`src/hw/rtl/svb_pkg.sv`:
```
// Shared types and constants for the stereo bargraph level meter.
package svb_pkg;

    localparam int SAMPLE_W   = 12;
    localparam int CFG_IDX_W  = 3;
    localparam int CFG_DATA_W = 13;
    localparam int CHAN_W     = 4;
    localparam int COUNT_W    = 13;
    localparam int BRIGHT_W   = 12;
    localparam int DECAY_W    = 13;
    localparam int DUTY_W     = 12;

    localparam logic [BRIGHT_W-1:0] BRIGHT_MAX = 12'd2048;
    localparam logic [DUTY_W-1:0]   DUTY_FULL  = 12'd4095;
    localparam logic [COUNT_W-1:0]  FULL_FLAG  = 13'h1000;

    typedef enum logic [CFG_IDX_W-1:0] {
        REG_ADC_CENTER  = 3'd0,
        REG_FULL_SCALE  = 3'd1,
        REG_PEAK_DECAY  = 3'd2,
        REG_BRIGHTNESS  = 3'd3
    } cfg_idx_t;

    typedef struct packed {
        logic [SAMPLE_W-1:0] center;
        logic [SAMPLE_W-1:0] full_scale_amplitude;
        logic [DECAY_W-1:0]  decay_step;
    } front_cfg_t;

endpackage

```
`src/hw/rtl/svb_front.sv`:
```
// Front end: accepts a sample pair, divides to levels, updates the peaks.
module svb_front #(
    parameter int LEVEL_FRAC_BITS = 12
) (
    input  logic                          aclk,
    input  logic                          aresetn,
    input  svb_pkg::front_cfg_t           cfg,
    input  logic                          s_valid,
    output logic                          s_ready,
    input  logic [svb_pkg::SAMPLE_W-1:0]  sample_left,
    input  logic [svb_pkg::SAMPLE_W-1:0]  sample_right,
    output logic                          push_valid,
    input  logic                          push_ready,
    output logic [2*(LEVEL_FRAC_BITS+1)-1:0] push_peaks
);
    import svb_pkg::*;

    localparam int F    = LEVEL_FRAC_BITS;
    localparam int PW   = F + 1;
    localparam int CNTW = $clog2(F);
    localparam int DW   = DECAY_W + ((F > 12) ? F - 12 : 0);
    localparam int SHL  = (F >= 12) ? F - 12 : 0;
    localparam int SHR  = (F < 12) ? 12 - F : 0;
    localparam logic [PW-1:0] ONE = PW'(1) << F;

    typedef enum logic [2:0] {
        ST_IDLE = 3'b001,
        ST_DIV  = 3'b010,
        ST_PUSH = 3'b100
    } state_t;

    state_t state_reg, state_next;
    logic [CNTW-1:0]     cnt_reg;
    logic [SAMPLE_W-1:0] rem_reg  [2];
    logic [F-1:0]        quot_reg [2];
    logic                sat_reg  [2];
    logic                zero_reg [2];
    logic [PW-1:0]       peak_reg [2];

    logic [SAMPLE_W-1:0] sample [2];
    logic [SAMPLE_W-1:0] amp    [2];
    logic [SAMPLE_W:0]   r2     [2];
    logic                ge     [2];
    logic [PW-1:0]       lvl    [2];
    logic [PW-1:0]       peak_new [2];
    logic [DW-1:0]       decay;

    assign sample[0] = sample_left;
    assign sample[1] = sample_right;
    assign s_ready    = (state_reg == ST_IDLE);
    assign push_valid = (state_reg == ST_PUSH);
    assign push_peaks = {peak_new[1], peak_new[0]};

    always_comb begin
        if (F >= 12) begin
            decay = DW'(cfg.decay_step) << SHL;
        end else begin
            decay = DW'(cfg.decay_step) >> SHR;
        end
    end

    always_comb begin
        for (int j = 0; j < 2; j++) begin
            amp[j] = (sample[j] >= cfg.center) ? sample[j] - cfg.center
                                               : cfg.center - sample[j];
            r2[j]  = {rem_reg[j], 1'b0};
            ge[j]  = (r2[j] >= {1'b0, cfg.full_scale_amplitude});
            if (zero_reg[j]) begin
                lvl[j] = '0;
            end else if (sat_reg[j]) begin
                lvl[j] = ONE;
            end else begin
                lvl[j] = {1'b0, quot_reg[j]};
            end
            if (lvl[j] > peak_reg[j]) begin
                peak_new[j] = lvl[j];
            end else if (DW'(peak_reg[j]) > decay) begin
                peak_new[j] = PW'(DW'(peak_reg[j]) - decay);
            end else begin
                peak_new[j] = '0;
            end
        end
    end

    always_comb begin
        state_next = state_reg;
        case (state_reg)
            ST_IDLE: if (s_valid) state_next = ST_DIV;
            ST_DIV:  if (cnt_reg == CNTW'(F - 1)) state_next = ST_PUSH;
            ST_PUSH: if (push_ready) state_next = ST_IDLE;
            default: state_next = ST_IDLE;
        endcase
    end

    always_ff @(posedge aclk) begin
        if (!aresetn) begin
            state_reg <= ST_IDLE;
            peak_reg[0] <= '0;
            peak_reg[1] <= '0;
        end else begin
            state_reg <= state_next;
            if (state_reg == ST_PUSH && push_ready) begin
                peak_reg[0] <= peak_new[0];
                peak_reg[1] <= peak_new[1];
            end
        end
    end

    always_ff @(posedge aclk) begin
        if (state_reg == ST_IDLE) begin
            cnt_reg <= '0;
            for (int j = 0; j < 2; j++) begin
                rem_reg[j]  <= amp[j];
                quot_reg[j] <= '0;
                sat_reg[j]  <= (amp[j] >= cfg.full_scale_amplitude) && (amp[j] != '0);
                zero_reg[j] <= (amp[j] == '0);
            end
        end else if (state_reg == ST_DIV) begin
            cnt_reg <= cnt_reg + CNTW'(1);
            for (int j = 0; j < 2; j++) begin
                rem_reg[j]  <= ge[j] ? SAMPLE_W'(r2[j] - {1'b0, cfg.full_scale_amplitude})
                                     : r2[j][SAMPLE_W-1:0];
                quot_reg[j] <= {quot_reg[j][F-2:0], ge[j]};
            end
        end
    end

endmodule

```
`src/hw/rtl/svb_queue.sv`:
```
// Small FIFO carrying peak pairs from the front end to the segment writer.
module svb_queue #(
    parameter int WIDTH = 26,
    parameter int DEPTH = 2
) (
    input  logic             aclk,
    input  logic             aresetn,
    input  logic             wr_valid,
    output logic             wr_ready,
    input  logic [WIDTH-1:0] wr_data,
    output logic             rd_valid,
    input  logic             rd_ready,
    output logic [WIDTH-1:0] rd_data
);
    localparam int AW = (DEPTH > 1) ? $clog2(DEPTH) : 1;
    localparam int CW = $clog2(DEPTH + 1);

    logic [WIDTH-1:0] mem_reg [DEPTH];
    logic [AW-1:0]    wptr_reg, rptr_reg;
    logic [CW-1:0]    count_reg;
    logic             do_wr, do_rd;

    assign wr_ready = (count_reg != CW'(DEPTH));
    assign rd_valid = (count_reg != '0);
    assign rd_data  = mem_reg[rptr_reg];
    assign do_wr    = wr_valid && wr_ready;
    assign do_rd    = rd_valid && rd_ready;

    always_ff @(posedge aclk) begin
        if (!aresetn) begin
            wptr_reg  <= '0;
            rptr_reg  <= '0;
            count_reg <= '0;
        end else begin
            if (do_wr) begin
                wptr_reg <= (wptr_reg == AW'(DEPTH - 1)) ? '0 : wptr_reg + AW'(1);
            end
            if (do_rd) begin
                rptr_reg <= (rptr_reg == AW'(DEPTH - 1)) ? '0 : rptr_reg + AW'(1);
            end
            if (do_wr && !do_rd) begin
                count_reg <= count_reg + CW'(1);
            end else if (do_rd && !do_wr) begin
                count_reg <= count_reg - CW'(1);
            end
        end
    end

    always_ff @(posedge aclk) begin
        if (do_wr) begin
            mem_reg[wptr_reg] <= wr_data;
        end
    end

endmodule

```
`src/hw/rtl/svb_back.sv`:
```
// Back end: walks the segments of one peak pair and issues the PWM writes.
module svb_back #(
    parameter int SEGMENTS        = 8,
    parameter int LEVEL_FRAC_BITS = 12
) (
    input  logic                           aclk,
    input  logic                           aresetn,
    input  logic [svb_pkg::BRIGHT_W-1:0]   brightness,
    input  logic                           pop_valid,
    output logic                           pop_ready,
    input  logic [2*(LEVEL_FRAC_BITS+1)-1:0] pop_peaks,
    output logic                           m_valid,
    input  logic                           m_ready,
    output logic [svb_pkg::CHAN_W-1:0]     m_led_channel,
    output logic [svb_pkg::COUNT_W-1:0]    m_on_count,
    output logic [svb_pkg::COUNT_W-1:0]    m_off_count,
    output logic                           m_last_write
);
    import svb_pkg::*;

    localparam int F   = LEVEL_FRAC_BITS;
    localparam int PW  = F + 1;
    localparam int KW  = $clog2(2 * SEGMENTS);
    localparam int IW  = KW - 1;
    localparam int SW  = PW + $clog2(SEGMENTS);
    localparam int CHW = (KW > CHAN_W) ? KW : CHAN_W;
    localparam int MW  = F + BRIGHT_W;

    logic            active_reg;
    logic [KW-1:0]   k_reg;
    logic [PW-1:0]   pl_reg, pr_reg;
    logic            m_valid_reg;
    logic [CHAN_W-1:0]  chan_reg;
    logic [COUNT_W-1:0] on_reg, off_reg;
    logic            last_reg;

    logic            adv, last_k, load;
    logic [IW-1:0]   seg;
    logic [PW-1:0]   peak;
    logic [SW-1:0]   s, lo, hi, diff;
    logic [BRIGHT_W-1:0] bright;
    logic [MW-1:0]   prod;
    logic [DUTY_W-1:0] duty;
    logic [CHW-1:0]  chan;
    logic [COUNT_W-1:0] on_next, off_next;

    assign adv       = active_reg && (!m_valid_reg || m_ready);
    assign last_k    = (k_reg == KW'(2 * SEGMENTS - 1));
    assign pop_ready = !active_reg || (adv && last_k);
    assign load      = pop_valid && pop_ready;

    assign m_valid       = m_valid_reg;
    assign m_led_channel = chan_reg;
    assign m_on_count    = on_reg;
    assign m_off_count   = off_reg;
    assign m_last_write  = last_reg;

    always_comb begin
        seg    = k_reg[KW-1:1];
        peak   = k_reg[0] ? pr_reg : pl_reg;
        bright = (brightness > BRIGHT_MAX) ? BRIGHT_MAX : brightness;
        s      = SW'(peak) * SW'(SEGMENTS);
        lo     = SW'(seg) << F;
        hi     = (SW'(seg) + SW'(1)) << F;
        diff   = s - lo;
        prod   = MW'(diff[F-1:0]) * MW'(bright);
        if (s >= hi) begin
            duty = DUTY_W'(bright);
        end else if (s > lo) begin
            duty = prod[MW-1:F];
        end else begin
            duty = '0;
        end
        if (duty >= DUTY_FULL) begin
            on_next  = FULL_FLAG;
            off_next = '0;
        end else if (duty == '0) begin
            on_next  = '0;
            off_next = FULL_FLAG;
        end else begin
            on_next  = '0;
            off_next = COUNT_W'(duty);
        end
        chan = (k_reg[0] ? CHW'(2 * SEGMENTS - 1) : CHW'(SEGMENTS - 1)) - CHW'(seg);
    end

    always_ff @(posedge aclk) begin
        if (!aresetn) begin
            active_reg  <= 1'b0;
            m_valid_reg <= 1'b0;
            k_reg       <= '0;
        end else begin
            if (load) begin
                active_reg <= 1'b1;
                k_reg      <= '0;
            end else if (adv) begin
                if (last_k) begin
                    active_reg <= 1'b0;
                end
                k_reg <= k_reg + KW'(1);
            end
            if (adv) begin
                m_valid_reg <= 1'b1;
            end else if (m_ready) begin
                m_valid_reg <= 1'b0;
            end
        end
    end

    always_ff @(posedge aclk) begin
        if (load) begin
            pl_reg <= pop_peaks[PW-1:0];
            pr_reg <= pop_peaks[2*PW-1:PW];
        end
        if (adv) begin
            chan_reg <= chan[CHAN_W-1:0];
            on_reg   <= on_next;
            off_reg  <= off_next;
            last_reg <= last_k;
        end
    end

endmodule

```
`src/hw/rtl/stereo_vu_bargraph_pwm_unit.sv`:
```
// Top level of the stereo bargraph level meter with peak hold and PWM writes.
//
//  channel  direction  handshake               payload
//  s_       in         s_valid / s_ready       s_sample_left, s_sample_right
//  m_       out        m_valid / m_ready       m_led_channel, m_on_count,
//                                              m_off_count, m_last_write
//  cfg_     in         cfg_valid / cfg_ready   cfg_index, cfg_data
//
// Each pair yields 2*SEGMENTS writes, one per cycle from the segment writer unless m_ready stalls it.
// The front end's bit-serial divider runs ahead into a two-entry queue, so it
// can start on the next pair while the segment writer still works on the last.
// Reset clears peaks, queue and output valid; registers take their defaults.
// Output stalls back up into the queue and then hold s_ready low.
module stereo_vu_bargraph_pwm_unit #(
    parameter int SEGMENTS        = 8,
    parameter int LEVEL_FRAC_BITS = 12
) (
    input  logic                            aclk,
    input  logic                            aresetn,
    input  logic                            s_valid,
    output logic                            s_ready,
    input  logic [svb_pkg::SAMPLE_W-1:0]    s_sample_left,
    input  logic [svb_pkg::SAMPLE_W-1:0]    s_sample_right,
    output logic                            m_valid,
    input  logic                            m_ready,
    output logic [svb_pkg::CHAN_W-1:0]      m_led_channel,
    output logic [svb_pkg::COUNT_W-1:0]     m_on_count,
    output logic [svb_pkg::COUNT_W-1:0]     m_off_count,
    output logic                            m_last_write,
    input  logic                            cfg_valid,
    output logic                            cfg_ready,
    input  logic [svb_pkg::CFG_IDX_W-1:0]   cfg_index,
    input  logic [svb_pkg::CFG_DATA_W-1:0]  cfg_data
);
    import svb_pkg::*;

    localparam int PW = LEVEL_FRAC_BITS + 1;

    logic [SAMPLE_W-1:0] center_reg, fsa_reg;
    logic [DECAY_W-1:0]  decay_reg;
    logic [BRIGHT_W-1:0] bright_reg;
    front_cfg_t          fcfg;

    logic            push_valid, push_ready;
    logic [2*PW-1:0] push_peaks;
    logic            pop_valid, pop_ready;
    logic [2*PW-1:0] pop_peaks;

    assign cfg_ready = 1'b1;
    assign fcfg.center               = center_reg;
    assign fcfg.full_scale_amplitude = fsa_reg;
    assign fcfg.decay_step           = decay_reg;

    always_ff @(posedge aclk) begin
        if (!aresetn) begin
            center_reg <= 12'd2048;
            fsa_reg    <= 12'd2048;
            decay_reg  <= 13'd205;
            bright_reg <= 12'd64;
        end else if (cfg_valid && cfg_ready) begin
            case (cfg_idx_t'(cfg_index))
                REG_ADC_CENTER: center_reg <= cfg_data[SAMPLE_W-1:0];
                REG_FULL_SCALE: fsa_reg    <= cfg_data[SAMPLE_W-1:0];
                REG_PEAK_DECAY: decay_reg  <= cfg_data;
                REG_BRIGHTNESS: bright_reg <= cfg_data[BRIGHT_W-1:0];
                default: ;
            endcase
        end
    end

    svb_front #(
        .LEVEL_FRAC_BITS(LEVEL_FRAC_BITS)
    ) u_front (
        .aclk        (aclk),
        .aresetn     (aresetn),
        .cfg         (fcfg),
        .s_valid     (s_valid),
        .s_ready     (s_ready),
        .sample_left (s_sample_left),
        .sample_right(s_sample_right),
        .push_valid  (push_valid),
        .push_ready  (push_ready),
        .push_peaks  (push_peaks)
    );

    svb_queue #(
        .WIDTH(2 * PW),
        .DEPTH(2)
    ) u_queue (
        .aclk    (aclk),
        .aresetn (aresetn),
        .wr_valid(push_valid),
        .wr_ready(push_ready),
        .wr_data (push_peaks),
        .rd_valid(pop_valid),
        .rd_ready(pop_ready),
        .rd_data (pop_peaks)
    );

    svb_back #(
        .SEGMENTS       (SEGMENTS),
        .LEVEL_FRAC_BITS(LEVEL_FRAC_BITS)
    ) u_back (
        .aclk         (aclk),
        .aresetn      (aresetn),
        .brightness   (bright_reg),
        .pop_valid    (pop_valid),
        .pop_ready    (pop_ready),
        .pop_peaks    (pop_peaks),
        .m_valid      (m_valid),
        .m_ready      (m_ready),
        .m_led_channel(m_led_channel),
        .m_on_count   (m_on_count),
        .m_off_count  (m_off_count),
        .m_last_write (m_last_write)
    );

endmodule
```
`config.mk`:
```
export PLATFORM = sky130hd
export DESIGN_NAME = stereo_vu_bargraph_pwm_unit
export DESIGN_NICKNAME = d
export VERILOG_FILES = /design/src/hw/rtl/svb_pkg.sv /design/src/hw/rtl/svb_front.sv /design/src/hw/rtl/svb_queue.sv /design/src/hw/rtl/svb_back.sv /design/src/hw/rtl/stereo_vu_bargraph_pwm_unit.sv
export SDC_FILE = /design/constraint.sdc
export NUM_CORES = 1
export LEC_CHECK = 0
export ABC_AREA = 1
export BUFFER_PORTS_ARGS = -buffer_cell sky130_fd_sc_hd__buf_2
export CAP_MARGIN = 40
export CORE_UTILIZATION = 44
export CTS_CLUSTER_DIAMETER = 200
export DETAILED_ROUTE_END_ITERATION = 10
export HOLD_SLACK_MARGIN = 0.08
export PLACE_DENSITY = 0.68
export SLEW_MARGIN = 20
export SYNTH_ARGS = -nofsm -noshare
export SYNTH_HDL_FRONTEND = slang
export SYNTH_SLANG_ARGS = --single-unit
```
`constraint.sdc`:
```
create_clock -name aclk -period 13.8 [get_ports aclk]
set_input_delay 2.07 -clock aclk [delete_from_list [all_inputs] [get_ports aclk]]
set_output_delay 2.07 -clock aclk [all_outputs]
set_load 0.05 [all_outputs]
```
== Word-level counts from Yosys, hierarchy flattened ==
Memory sizes are Yosys's and may differ from the RTL's. A register that Yosys moved wholly into a read port is not among the register bits.
Index checks and enable logic that the tools add are counted.

* Equality and inequality tests: 12
* Bitwise operators: 7
* $add $sub $neg: 17
* Reduce and logical (&&, ||, !) cells: 33
* Multiplexer cells: 48
* Order comparisons: 14
* $mul: 1

{| class="wikitable"
|+ Operators with widths
! kind !! number
|-
| 2-to-1 mux 13 bit || 13
|-
| 2-to-1 mux 12 bit || 11
|-
| subtractor 12 bit || 6
|-
| > comparator 13 bit || 4
|-
| greater-or-equal comparator 12 bit || 4
|-
| logical NOT 12 bit || 3
|-
| greater-or-equal comparator 13 x 12 -> 1 bit || 2
|-
| subtractor 13 bit || 2
|-
| multiplier 12 x 12 -> 24 bit || 1
|-
| nonzero test 12 bit || 2
|-
| 2-to-1 mux 1 bit || 17
|-
| greater-or-equal comparator 16 bit || 1
|-
| > comparator 16 x 15 -> 1 bit || 1
|-
| greater-or-equal comparator 12 bit, second input constant || 1
|-
| > comparator 12 bit, second input constant || 1
|-
| subtractor 12 x 1 -> 12 bit, second input constant || 1
|-
| AND reduction 2 bit || 5
|-
| nonzero test 2 bit || 5
|-
| == test 3 x 2 -> 1 bit, second input constant || 3
|-
| 2-to-1 mux 3 bit || 3
|-
| one-hot mux 3 bit (3 select lines) || 1
|-
| adder 4 x 1 -> 4 bit, second input constant || 2
|-
| == test 4 bit, second input constant || 2
|-
| logical AND 1 bit || 8
|-
| 18 further kinds || 33
|}

* Memories kept: 6
* Output and inout bits: 34
* Flip-flop bits (word level): 97
* Bits of input ports: 45
* Bits in writable memories: 130

{| class="wikitable"
|+ Memories
! name !! words !! width !! read ports !! clocked after memory_dff !! wr ports !! RTL line !! text
|-
| u_queue.mem_reg || 2 || 26 || 1 || 1 || 1 || svb_queue.sv:18 || <nowiki>logic [WIDTH-1:0] mem_reg [DEPTH];</nowiki>
|-
| u_front.peak_reg || 2 || 13 || 2 || 0 || 2 || svb_front.sv:38 || <nowiki>logic [PW-1:0] peak_reg [2];</nowiki>
|-
| u_front.quot_reg || 2 || 12 || 2 || 0 || 2 || svb_front.sv:35 || <nowiki>logic [F-1:0] quot_reg [2];</nowiki>
|-
| u_front.rem_reg || 2 || 12 || 2 || 0 || 2 || svb_front.sv:34 || <nowiki>logic [SAMPLE_W-1:0] rem_reg [2];</nowiki>
|-
| u_front.sat_reg || 2 || 1 || 2 || 0 || 2 || svb_front.sv:36 || <nowiki>logic sat_reg [2];</nowiki>
|-
| u_front.zero_reg || 2 || 1 || 2 || 0 || 2 || svb_front.sv:37 || <nowiki>logic zero_reg [2];</nowiki>
|}

== Longest topological paths before layout ==
Gate-level depths: netlist of run 1.

* Depth in word-level cells: 9
* Mapped depth: 35
* Gate-level depth less buffers: 34

== Cells and area by module ==
A second synthesis of run 1 with hierarchy kept.

* Cell total of the unflattened synthesis: 2,820
* Area total of the unflattened synthesis: 21,428.1 µm²

{| class="wikitable"
|+ Modules (own cells, without submodules)
! module !! times used !! seq. area each (µm²) !! area an instance (µm²) !! cells each
|-
| svb_front || 1 || 2,482.4 || 10,930.5 || 1,658
|-
| svb_back || 1 || 1,471.4 || 6,274.8 || 755
|-
| svb_queue || 1 || 1,661.6 || 2,220.9 || 118
|-
| stereo_vu_bargraph_pwm_unit || 1 || 980.9 || 2,001.9 || 289
|}

== Worst setup path before layout of run 1 ==
Ideal clock, no wire load.

* Kind: flip-flop to flip-flop
* Start: register bright_reg[1]
* End: register u_back.off_reg[6], in the netlist u_back.m_off_count[6], data pin
* Library setup time: 0.251 ns
* Arrival time: 5.660 ns
* Period minus slack after synthesis: 5.911 ns
* Path slack: 7.889 ns
* Stages on the path, launching flop included: 34
* Required time: 13.549 ns
* Path through: dfxtp_1 -> nor2_1 -> nand2_1 -> nor2_1 -> nand2_1 -> nand2_1 -> inv_1 -> nor2_1 -> nand2_1 -> fa_1 -> inv_1 -> fa_1 -> inv_1 -> fa_1 -> inv_1 -> fa_1 -> inv_1 -> fa_1 -> inv_1 -> ha_1 -> nand2_1 -> nor4_1 -> nand4_1 -> nand2_1 -> nand2_1 -> nand3_1 -> o21ai_0 -> nor2_1 -> nand3_1 -> nor2_1 -> nand2_1 -> nand2_2 -> buf_6 -> nor2_1

* Word-level cells in the longest chain between the ends: 7
* Elaborated cells on any way between the ends: 8
* Classes of those cells: 1 x mul; 2 x order compare; 3 x mux; 2 x reduce/logical

{| class="wikitable"
|+ Ends and longest elaborated chain
! element !! RTL line !! text
|-
| start: declaration || stereo_vu_bargraph_pwm_unit.sv:41 || <nowiki>logic [BRIGHT_W-1:0] bright_reg;</nowiki>
|-
| start signal: assignment || stereo_vu_bargraph_pwm_unit.sv:65 || <nowiki>REG_BRIGHTNESS: bright_reg <= cfg_data[BRIGHT_W-1:0];</nowiki>
|-
| > comparator 12 bit || svb_back.sv:61 || <nowiki>bright = (brightness > BRIGHT_MAX) ? BRIGHT_MAX : brightness;</nowiki>
|-
| 2-to-1 mux 12 bit (*) || svb_back.sv:61 ||
|-
| multiplier 12 x 12 -> 24 bit || svb_back.sv:66 || <nowiki>prod = MW'(diff[F-1:0]) * MW'(bright);</nowiki>
|-
| 2-to-1 mux 12 bit || svb_back.sv:69 || <nowiki>end else if (s > lo) begin</nowiki>
|-
| 2-to-1 mux 12 bit (*) || svb_back.sv:67 || <nowiki>if (s >= hi) begin</nowiki>
|-
| greater-or-equal comparator 12 bit / logical NOT 12 bit (equally long branches) || svb_back.sv:74, svb_back.sv:77 ||
|-
| OR reduction 2 bit (no source line) || -- ||
|-
| end signal: assignment || svb_back.sv:118 || <nowiki>off_reg <= off_next;</nowiki>
|-
| end: declaration || svb_back.sv:34 || <nowiki>logic [COUNT_W-1:0] on_reg, off_reg;</nowiki>
|}

Every way passes the cells marked *; elsewhere a longest branch is shown, timed or not.
A chain may end at the register's enable or synchronous reset.

== Worst setup path in the final report of run 1 ==
* Start: register bright_reg[1]
* End: register u_back.off_reg[2], in the netlist u_back.m_off_count[2], data pin

The elaborated chain is that of the path after synthesis.

==> run_results.csv, run 1 <==
group,metric,value,unit
route,post-route-drc-count,0,
clock_tree,cts_root_buf,"clkbuf_16",
cells_and_area,stdcell_count,3095,
floorplan,fp.dieW,212,um
logic_synthesis,synth_area,19300,um2
logic_synthesis,synth_warnings,0,
logic_synthesis,netlist.area_leader.share,0.272,
grt,grt_overflow_total,0,
clock_tree,numCtsBuffers,28,
pwr,ir_drop,0.119,mV
timing,hold_viol,0,
hold_path,min_to,"bright_reg[5]$_SDFFE_PN0P_",
hold_path,hold_start,"bright_reg[5]$_SDFFE_PN0P_",
place,routabilityCongestion,0.934,
route,drt.antenna.violating_nets,0,
critical_path,path_class,"flop to flop",
timing,fin_crit,6800,ps
logic_synthesis,ys.flop_type,"edfxtp_1",
timing,rsz0062_at_grt,"false",
timing,slew_headroom,0.473,
logic_synthesis,ys_seq_area_frac,0.340,
critical_path,regToRegSetupSlack,7000,ps
logic_synthesis,syn_avg_cell_area,7.95,um2
cells_and_area,drive_above_1_share,0.0618,
timing,worst_pin_slew,790,ps
timing,skew,44.0,ps
route,vias,16300,
cells_and_area,fillers,4207,
logic_synthesis,yosys-top-cells-area,"edfxtp_1, ha_1, nand2_1, inv_1, fa_1",
route,drt_wl_total,50500,um
critical_path,cpMostUsedCell,"nand2_1",
pwr,p_total,0.00368,W
floorplan,rows,76,
critical_path,reg2reg_from,"bright_reg[1]$_SDFFE_PN0P_",
critical_path,reg2regPathDepth,32,
floorplan,dieArea,44800,um2
grt,track_usage,0.227,
route,dr.pass1.iters,6,
route,wl_per_cell,16.3,um
critical_path,crit_path_max_fanout,12,
critical_path,cp_data_required_time,14100,ps
route,first_iter_violations,1089,
clock_tree,path_clk_slew,70,ps
floorplan,die_h,212,um
logic_synthesis,synth_edf_count,175,
clock_tree,cts.sinks,241,
clock_tree,clkLatencyLatePin,590,ps
pwr,p_per_area,174,nW/um2
cells_and_area,layout.nets,2822,
clock_tree,ctsLongestPathBuffers,3,
place,dp.cells,3039,
grt,grt_max_degree,59,
place,dp_hpwl,39600,um
critical_path,cpMaxStageDelayCell,"fa_1",
floorplan,core-area,43200,um2
logic_synthesis,synthCells,2433,
cells_and_area,final_cell_mix,"nand2_1, inv_1, nor2_1, ha_1, a21oi_1",
critical_path,rr_endpoint,"u_back.m_off_count[2]$_SDFFCE_PP0P_",
timing,setup_viol,0,
timing,finalSetupTns,0,ps
logic_synthesis,yosys.area.top_type,"edfxtp_1",
clock_tree,cts_hold_buf,0,
logic_synthesis,yosys_register_bits,241,
logic_synthesis,yosys.cell_types.count,51,
hold_path,min_path_cells,2,
clock_tree,cts_setup_buffers,0,
hold_path,hold_path_class,"flop to flop",
critical_path,critPathArrivalTime,7090,ps
timing,clock.fmax,147,MHz
route,viasPerCell,5.26,
clock_tree,htree_levels,1,
critical_path,critPathMaxStageDelay,560,ps
pwr,p_leak,10.0,nW
cells_and_area,antenna-diode-count,0,
clock_tree,tritoncts,"built",
cells_and_area,areaGrowthSynthToFinish,9.50,%
grt,antenna_found_initial,1,
status,status,"complete, no violations",
timing,maxSlewViolCount,0,
critical_path,cp-start-kind,"flop",
flow_run,drv_cap,0,
grt,grt_pass1_wl,80700,um
logic_synthesis,ys_async_sr_fraction,0,
cells_and_area,largest_reg_flops,52,
timing,finalCritPeriodShare,0.493,
cells_and_area,final_common_cell,"nand2_1",
critical_path,worstSetupEndpointType,"flop",
clock_tree,post_cts_resized,0,
floorplan,initial_utilization,0.448,
grt,first_global_vias,15600,
floorplan,pin_count,79,
place,io_buffers,65,
per-stage QoR:
step           setup WS, ps  utilization  instance area [um2]  hold WS (ps)
3_5_place_dp           6930        0.468                20200           477
6_report               7000        0.490                21200           485
4_1_cts                6900        0.490                21100           485
2_1_floorplan          7890            -                19400           450
3_3_place_gp           7160        0.467                20200           469
5_1_grt                6420        0.490                21200           507
logic make-up (layout without fill, tap and decap cells):
kind of cell,after synthesis,in the layout,synth area share
AO/OA/AOI/OAI,435,435,0.123
adder cells (fa/ha/maj),289,289,0.217
multiplexers,1,1,0.000518
other,2,13,0.000388
buffers and inverters,491,557,0.100
XOR/XNOR,61,61,0.0276
flip-flops,241,241,0.340
AND/OR/NAND/NOR,913,913,0.192
worst max-delay path: cells and delay by family, from the launching register on:
kind,cells,cell delay [ps]
adders and majority gates,6,2920
buffers and inverters,6,360
and+or+nand+nor,19,2720
AOI/OAI and AO/OA,1,170
DFF,1,330
per-layer routing:
metal	part of all wire	up-vias	track usage
li1	-	8009	-
met1	0.44	7631	0.304
met4	0.035	2	0.0820
met2	0.46	526	0.375
met3	0.061	99	0.0326
met5	0.00026	-	0
power by group:
group	leakage (nW)	internal (W)	switching (W)	total, W
clock network	0.452	0.000422	0.000323	0.000745
logic	7.36	0.000568	0.00129	0.00185
registers	2.23	0.00101	0.0000738	0.00108
synthesized netlist by cell type, drive strengths merged (6+ instances only):
cell,number
a21oi,207
a31oi,11
buf,27
clkbuf,41
dfxtp,66
edfxtp,175
fa,77
ha,212
inv,420
nand2,522
nand3,64
nand3b,8
nand4,20
nor2,245
nor3,34
nor4,6
o211ai,16
o21ai,163
o21bai,7
or2,12
xnor2,12
xor2,49
worst max-delay path by stage:
| stage | start | end | slack, ps | cells after the start |
|---|---|---|---|---|
| 6_report | bright_reg[1]$_SDFFE_PN0P_ | u_back.m_off_count[2]$_SDFFCE_PP0P_ | 7000 | 32 |
| 5_1_grt | bright_reg[1]$_SDFFE_PN0P_ | u_back.m_off_count[2]$_SDFFCE_PP0P_ | 6420 | 32 |
| 4_1_cts | u_back.k_reg[0]$_SDFFE_PP0P_ | u_back.m_off_count[2]$_SDFFCE_PP0P_ | 6900 | 27 |
| 3_5_place_dp | u_back.k_reg[0]$_SDFFE_PP0P_ | u_back.m_off_count[2]$_SDFFCE_PP0P_ | 6930 | 27 |
| 3_3_place_gp | u_back.k_reg[0]$_SDFFE_PP0P_ | u_back.m_off_count[11]$_SDFFCE_PP0P_ | 7160 | 28 |
| 2_1_floorplan | bright_reg[1]$_SDFFE_PN0P_ | u_back.m_off_count[6]$_SDFFCE_PP0P_ | 7890 | 33 |
layout make-up:
cell class | instances | area [um2] | share of cell area
tap | 585 | 732 | 0.0346
multi-input combinational | 1712 | 10900 | 0.514
timing repair buffer | 82 | 467 | 0.0220
clock buffer | 30 | 718 | 0.0339
inverter | 423 | 1590 | 0.0750
clock inverter | 22 | 216 | 0.0102
sequential | 241 | 6580 | 0.311
Note: power is estimated with default switching activity, not from simulation.
==> run 2, diff against run 1 <==
Settings changed: PLACE_DENSITY 0.68 to 0.7.
Clock period 13.8 ns to 5.8 ns, I/O delays scaled along.
==> run 2 against run 1 <==
  * Register-to-register slack worse by 7000 ps
  * Non-clock buffer count up 100
  * Critical endpoint is now u_back.m_off_count[11]$_SDFFCE_PP0P_
  * Largest cell class unchanged
  * Critical path type unchanged
  * Sequential cell count unchanged
  * First-iteration DRC count up 2.7%
  * Clock-buffer cell count up 7
  * Worst hold slack better by 15 ps
  * Setup slack worse by 7000 ps
  * Sequential share of layout area down 1.7 points
  * Fmax up 18%
  * Clock power up 150%
  * Design area up 5.8%
==> run_results.csv, run 2 (synthesis gave the netlist of run 1 again) <==
group,metric,value,unit
status,status,"complete, no violations",
timing,rsz0062_at_grt,"true",
grt,first_global_vias,16600,
timing,finalCritPeriodShare,0.997,
pwr,switching_power,0.00451,W
critical_path,path_class,"flop to flop",
floorplan,fp.dieW,212,um
pwr,p_leak,10.6,nW
grt,top_usage_layer,"met2",
critical_path,cp-start-kind,"flop",
pwr,p_comb_frac,0.561,
clock_tree,numCtsBuffers,28,
timing,skew,38.7,ps
cells_and_area,final_common_cell,"nand2_1",
clock_tree,tritoncts,"built",
grt,grt_pass1_wl,84400,um
cells_and_area,final_cell_mix,"nand2_1, inv_1, nor2_1, ha_1, a21oi_1",
critical_path,critPathMaxStageDelay,560,ps
route,wl_per_cell,16.4,um
timing,setup_viol,0,
grt,grt_overflow_total,0,
timing,maxSlewViolCount,0,
route,drt.antenna.violating_nets,0,
cells_and_area,areaGrowthSynthToFinish,15.8,%
route,vias,16800,
pwr,seqPwrFrac,0.256,
pwr,ir_drop,0.325,mV
cells_and_area,fillers,4126,
critical_path,cpMaxStageDelayCell,"fa_1",
place,place_area,21000,um2
route,post-route-drc-count,0,
floorplan,rows,76,
cells_and_area,largest_reg_flops,52,
critical_path,crit_path_max_fanout,6,
route,viasPerCell,5.25,
cells_and_area,fin_area,22400,um2
floorplan,dieArea,44800,um2
timing,worst_pin_slew,829,ps
grt,grt_max_degree,57,
flow_run,drv_cap,0,
hold_path,hold_path_class,"flop to flop",
pwr,p_per_area,448,nW/um2
grt,track_usage,0.238,
place,io_buffers,65,
cells_and_area,regArea,6580,um2
floorplan,die_h,212,um
clock_tree,cts_root_buf,"clkbuf_16",
cells_and_area,stdcell_count,3199,
floorplan,core-area,43200,um2
cells_and_area,multi_input_area,11300,um2
pwr,switching_share,0.449,
place,dp.cells,3138,
critical_path,critPathArrivalTime,6090,ps
floorplan,pin_count,79,
timing,slew_headroom,0.442,
timing,hold_viol,0,
clock_tree,htree_levels,1,
timing,finalSetupTns,0,ps
floorplan,initial_utilization,0.448,
cells_and_area,layout.nets,2923,
clock_tree,path_clk_slew,60,ps
timing,clock.fmax,173,MHz
place,routabilityCongestion,0.921,
critical_path,cp_data_required_time,6110,ps
grt,grtUsageMet2,0.406,
grt,antenna_found_initial,0,
clock_tree,ctsLongestPathBuffers,3,
grt,use_met3,0.0346,
clock_tree,cts.sinks,241,
route,first_iter_violations,1118,
timing,fin_crit,5780,ps
grt,use_met1,0.305,
pwr,intPower,0.00554,W
pwr,p_clk_frac,0.183,
critical_path,worstSetupEndpointType,"flop",
route,drt_wl_total,52600,um
place,dp_hpwl,41200,um
route,dr.pass1.iters,5,
clock_tree,clkLatencyLatePin,580,ps
cells_and_area,drive_above_1_share,0.130,
-- run 2: final timing paths --
path / start / endpoint / slack (ps) / cells past startpoint
worst max-delay path: bright_reg[9]$_SDFFE_PN0P_ / u_back.m_off_count[11]$_SDFFCE_PP0P_ / 20 / 32
worst min-delay path: u_back.active_reg$_SDFFE_PN0P_ / u_back.m_valid$_SDFFE_PN0P_ / 500 / 2
worst max register to register: bright_reg[9]$_SDFFE_PN0P_ / u_back.m_off_count[11]$_SDFFCE_PP0P_ / 20 / 32
worst min register to register: u_back.active_reg$_SDFFE_PN0P_ / u_back.m_valid$_SDFFE_PN0P_ / 500 / 2
-- run 2: layout make-up --
cell class,instances,area share
timing repair buffer,182,0.0564
clock buffer,37,0.0346
tap,585,0.0327
sequential,241,0.294
inverter,423,0.0712
antenna,3,0.000335
multi-input combinational,1713,0.502
clock inverter,15,0.00877
-- run 2: metal layers --
metal | vias up | wire length [um] | share of wire
met1 | 7933 | 22500 | 0.43
met4 | 0 | 1750 | 0.033
met3 | 110 | 3190 | 0.061
met2 | 539 | 25100 | 0.48
met5 | - | 0 | 0
li1 | 8217 | - | -
-- run 2: worst max-delay path, delay by kind of cell (launching register included) --
| kind | cells | cell delay [ps] |
|---|---|---|
| AO/OA/AOI/OAI | 3 | 520 |
| adder cells (fa/ha/maj) | 6 | 2810 |
| buffers and inverters | 6 | 390 |
| flip-flops | 1 | 320 |
| AND/OR/NAND/NOR | 17 | 1490 |
-- run 2: timing repair --
action,4_1_cts,5_1_grt
hold buffers,0,0
endpoints found under the setup margin,14,14
buffers inserted,0,2
resized for setup,28,83
pin swaps,7,25
cloned,1,0
-- run 2: power by group through the flow --
stage	logic, W	clock network, W	registers, W
after floorplan	0.00315	0	0.00272
after global placement	0.00490	0	0.00259
after detailed placement	0.00502	0	0.00260
after CTS	0.00515	0.00188	0.00257
after global routing	0.00627	0.00194	0.00260
final	0.00563	0.00184	0.00257
-- run 2: through the flow --
| step | hold WS (ps) | worst slack [ps] | utilization | power (W) |
|---|---|---|---|---|
| after global placement | 476 | -166 | 0.485 | 0.00749 |
| after detailed placement | 498 | -252 | 0.486 | 0.00762 |
| final | 500 | 16.8 | 0.519 | 0.0100 |
| after global routing | 541 | -354 | 0.519 | 0.0108 |
| after floorplan | 450 | 4.07 | - | 0.00587 |
| after CTS | 503 | 14.5 | 0.511 | 0.00960 |
==> run 3, diff against run 2 <==
Settings changed: CELL_PAD_IN_SITES_DETAIL_PLACEMENT set to 1, CELL_PAD_IN_SITES_GLOBAL_PLACEMENT set to 1, CORE_UTILIZATION 44 to 30, PLACE_DENSITY 0.7 to 0.65.
==> run 3 against run 2 <==
  * Sequential power hardly changed
  * Combinational power is 6.7% higher
  * Routed wire length is 14% higher
  * Critical path depth is 1 higher
  * Sequential cell count stayed put
  * Die area is 46% higher
  * Clock-buffer cell count is 2 lower
  * Worst hold slack worse by 18 ps
  * Power is 4.8% higher
  * Sequential share of layout area is 0.78 points lower
  * First-iteration DRC count is 37% lower
  * Non-clock buffer count is 20 higher
  * Critical endpoint is now u_back.m_off_count[10]$_SDFFCE_PP0P_
  * Highest routed layer unchanged
==> run_results.csv, run 3 (synthesis gave the netlist of run 1 again) <==
group,metric,value,unit
route,post-route-drc-count,0,
grt,first_global_vias,18000,
clock_tree,path_clk_slew,60,ps
place,dp_hpwl,47900,um
critical_path,cp_data_required_time,6130,ps
pwr,p_total,0.0105,W
critical_path,crit_path_max_fanout,7,
timing,rsz0062_at_grt,"true",
route,viasPerCell,4.81,
route,wl_per_cell,17.3,um
cells_and_area,fillers,7655,
clock_tree,cts_root_buf,"clkbuf_16",
clock_tree,cts.sinks,241,
floorplan,fp.dieW,256,um
timing,hold_viol,0,
timing,fin_crit,5800,ps
hold_path,min_path_cells,2,
timing,maxSlewViolCount,0,
floorplan,core-area,63400,um2
clock_tree,htree_levels,1,
grt,grt_max_degree,59,
critical_path,cpMostUsedCell,"nand2_1",
timing,skew,25.4,ps
clock_tree,numCtsBuffers,29,
route,first_iter_violations,700,
clock_tree,ctsLongestPathBuffers,3,
hold_path,min_to,"u_back.m_valid$_SDFFE_PN0P_",
critical_path,cp-start-kind,"flop",
grt,track_usage,0.184,
pwr,p_leak,10.7,nW
route,drt.antenna.violating_nets,0,
cells_and_area,largest_reg_flops,52,
pwr,ir_drop,0.233,mV
grt,grt_overflow_total,0,
floorplan,die_h,256,um
clock_tree,tritoncts,"built",
route,dr.pass1.iters,4,
flow_run,drv_cap,0,
floorplan,rows,92,
cells_and_area,final_cell_mix,"nand2_1, inv_1, nor2_1, ha_1, a21oi_1",
critical_path,reg2reg_from,"bright_reg[9]$_SDFFE_PN0P_",
floorplan,dieArea,65500,um2
timing,worst_pin_slew,815,ps
place,dp.cells,3404,
place,place_area,21300,um2
critical_path,regToRegSetupSlack,5,ps
timing,finalCritPeriodShare,0.999,
cells_and_area,fin_area,23000,um2
timing,setup_viol,0,
route,drt_wl_total,60100,um
cells_and_area,final_common_cell,"nand2_1",
critical_path,reg2regPathDepth,33,
critical_path,rr_endpoint,"u_back.m_off_count[10]$_SDFFCE_PP0P_",
grt,grt_pass1_wl,96800,um
floorplan,pin_count,79,
grt,antenna_found_initial,2,
hold_path,hold_start,"u_back.active_reg$_SDFFE_PN0P_",
place,routabilityCongestion,0.870,
status,status,"complete, no violations",
route,vias,16700,
cells_and_area,layout.nets,2944,
pwr,p_per_area,458,nW/um2
critical_path,path_class,"flop to flop",
cells_and_area,antenna-diode-count,0,
cells_and_area,areaGrowthSynthToFinish,19.0,%
floorplan,initial_utilization,0.305,
cells_and_area,drive_above_1_share,0.147,
hold_path,hold_path_class,"flop to flop",
place,dp_slack,-493,ps
timing,clock.fmax,173,MHz
critical_path,worstSetupEndpointType,"flop",
timing,slew_headroom,0.455,
cells_and_area,stdcell_count,3479,
critical_path,critPathMaxStageDelay,530,ps
clock_tree,clkLatencyLatePin,600,ps
timing,postLayoutSetupSlackWorst,5.00,ps
critical_path,critPathArrivalTime,6120,ps
place,io_buffers,65,
critical_path,cpMaxStageDelayCell,"fa_1",
cells_and_area,finalCoreUtilization,0.363,
[run 3: worst max path at each step]
stage | startpoint | end | slack [ps] | depth (start not counted)
5_1_grt | bright_reg[9]$_SDFFE_PN0P_ | u_back.m_off_count[10]$_SDFFCE_PP0P_ | -310 | 33
6_report | bright_reg[9]$_SDFFE_PN0P_ | u_back.m_off_count[10]$_SDFFCE_PP0P_ | 5 | 33
2_1_floorplan | u_back.k_reg[0]$_SDFFE_PP0P_ | u_back.m_off_count[6]$_SDFFCE_PP0P_ | 4 | 31
4_1_cts | bright_reg[9]$_SDFFE_PN0P_ | u_back.m_off_count[2]$_SDFFCE_PP0P_ | -30 | 32
3_5_place_dp | bright_reg[1]$_SDFFE_PN0P_ | u_back.m_off_count[7]$_SDFFCE_PP0P_ | -490 | 34
3_3_place_gp | bright_reg[10]$_SDFFE_PN0P_ | u_back.m_off_count[9]$_SDFFCE_PP0P_ | -230 | 34
[run 3: per-stage QoR]
step	hold slack (ps)	TNS, ps
after global placement	469	-2810
final	482	0
after floorplan	450	0
after CTS	489	-176
after global routing	502	-3710
after detailed placement	480	-6220
[run 3: where the power goes]
part / internal, W / leakage, nW / total, W / switching, W
Clock: 0.00116 / 0.491 / 0.00195 / 0.000793
Sequential: 0.00241 / 2.23 / 0.00257 / 0.000165
Combinational: 0.00222 / 7.99 / 0.00601 / 0.00378
[run 3: area by class of cell]
cell class                      instances  area [um2]  area share
Clock buffer                           35         758      0.0329
Tap cell                              846        1060      0.0460
Inverter                              423        1590      0.0692
Timing Repair Buffer                  202        1390      0.0603
Clock inverter                         19         251      0.0109
Multi-Input combinational cell       1713       11400       0.495
Sequential cell                       241        6580       0.286
[run 3: per-layer routing]
| metal | up-vias | routed length (um) | GRT usage |
|---|---|---|---|
| li1 | 8252 | - | - |
| met1 | 8183 | 27900 | 0.241 |
| met2 | 222 | 28600 | 0.319 |
| met3 | 85 | 1960 | 0.0216 |
| met4 | 0 | 1660 | 0.0499 |
| met5 | - | 0 | 0 |
[run 3: critical path, delay by kind of cell (launching register included)]
family	cells	cell delay [ps]
compound gates	3	520
fa+ha+maj	6	2550
buf+inv	7	540
flops	1	330
simple gates	17	1580
[run 3: timing repair]
action,in CTS,in global routing
pin swaps,66,26
gates resized for setup,104,38
hold buffers,0,0
buffers inserted,15,3
endpoints found under the setup margin,14,14
cloned,1,0
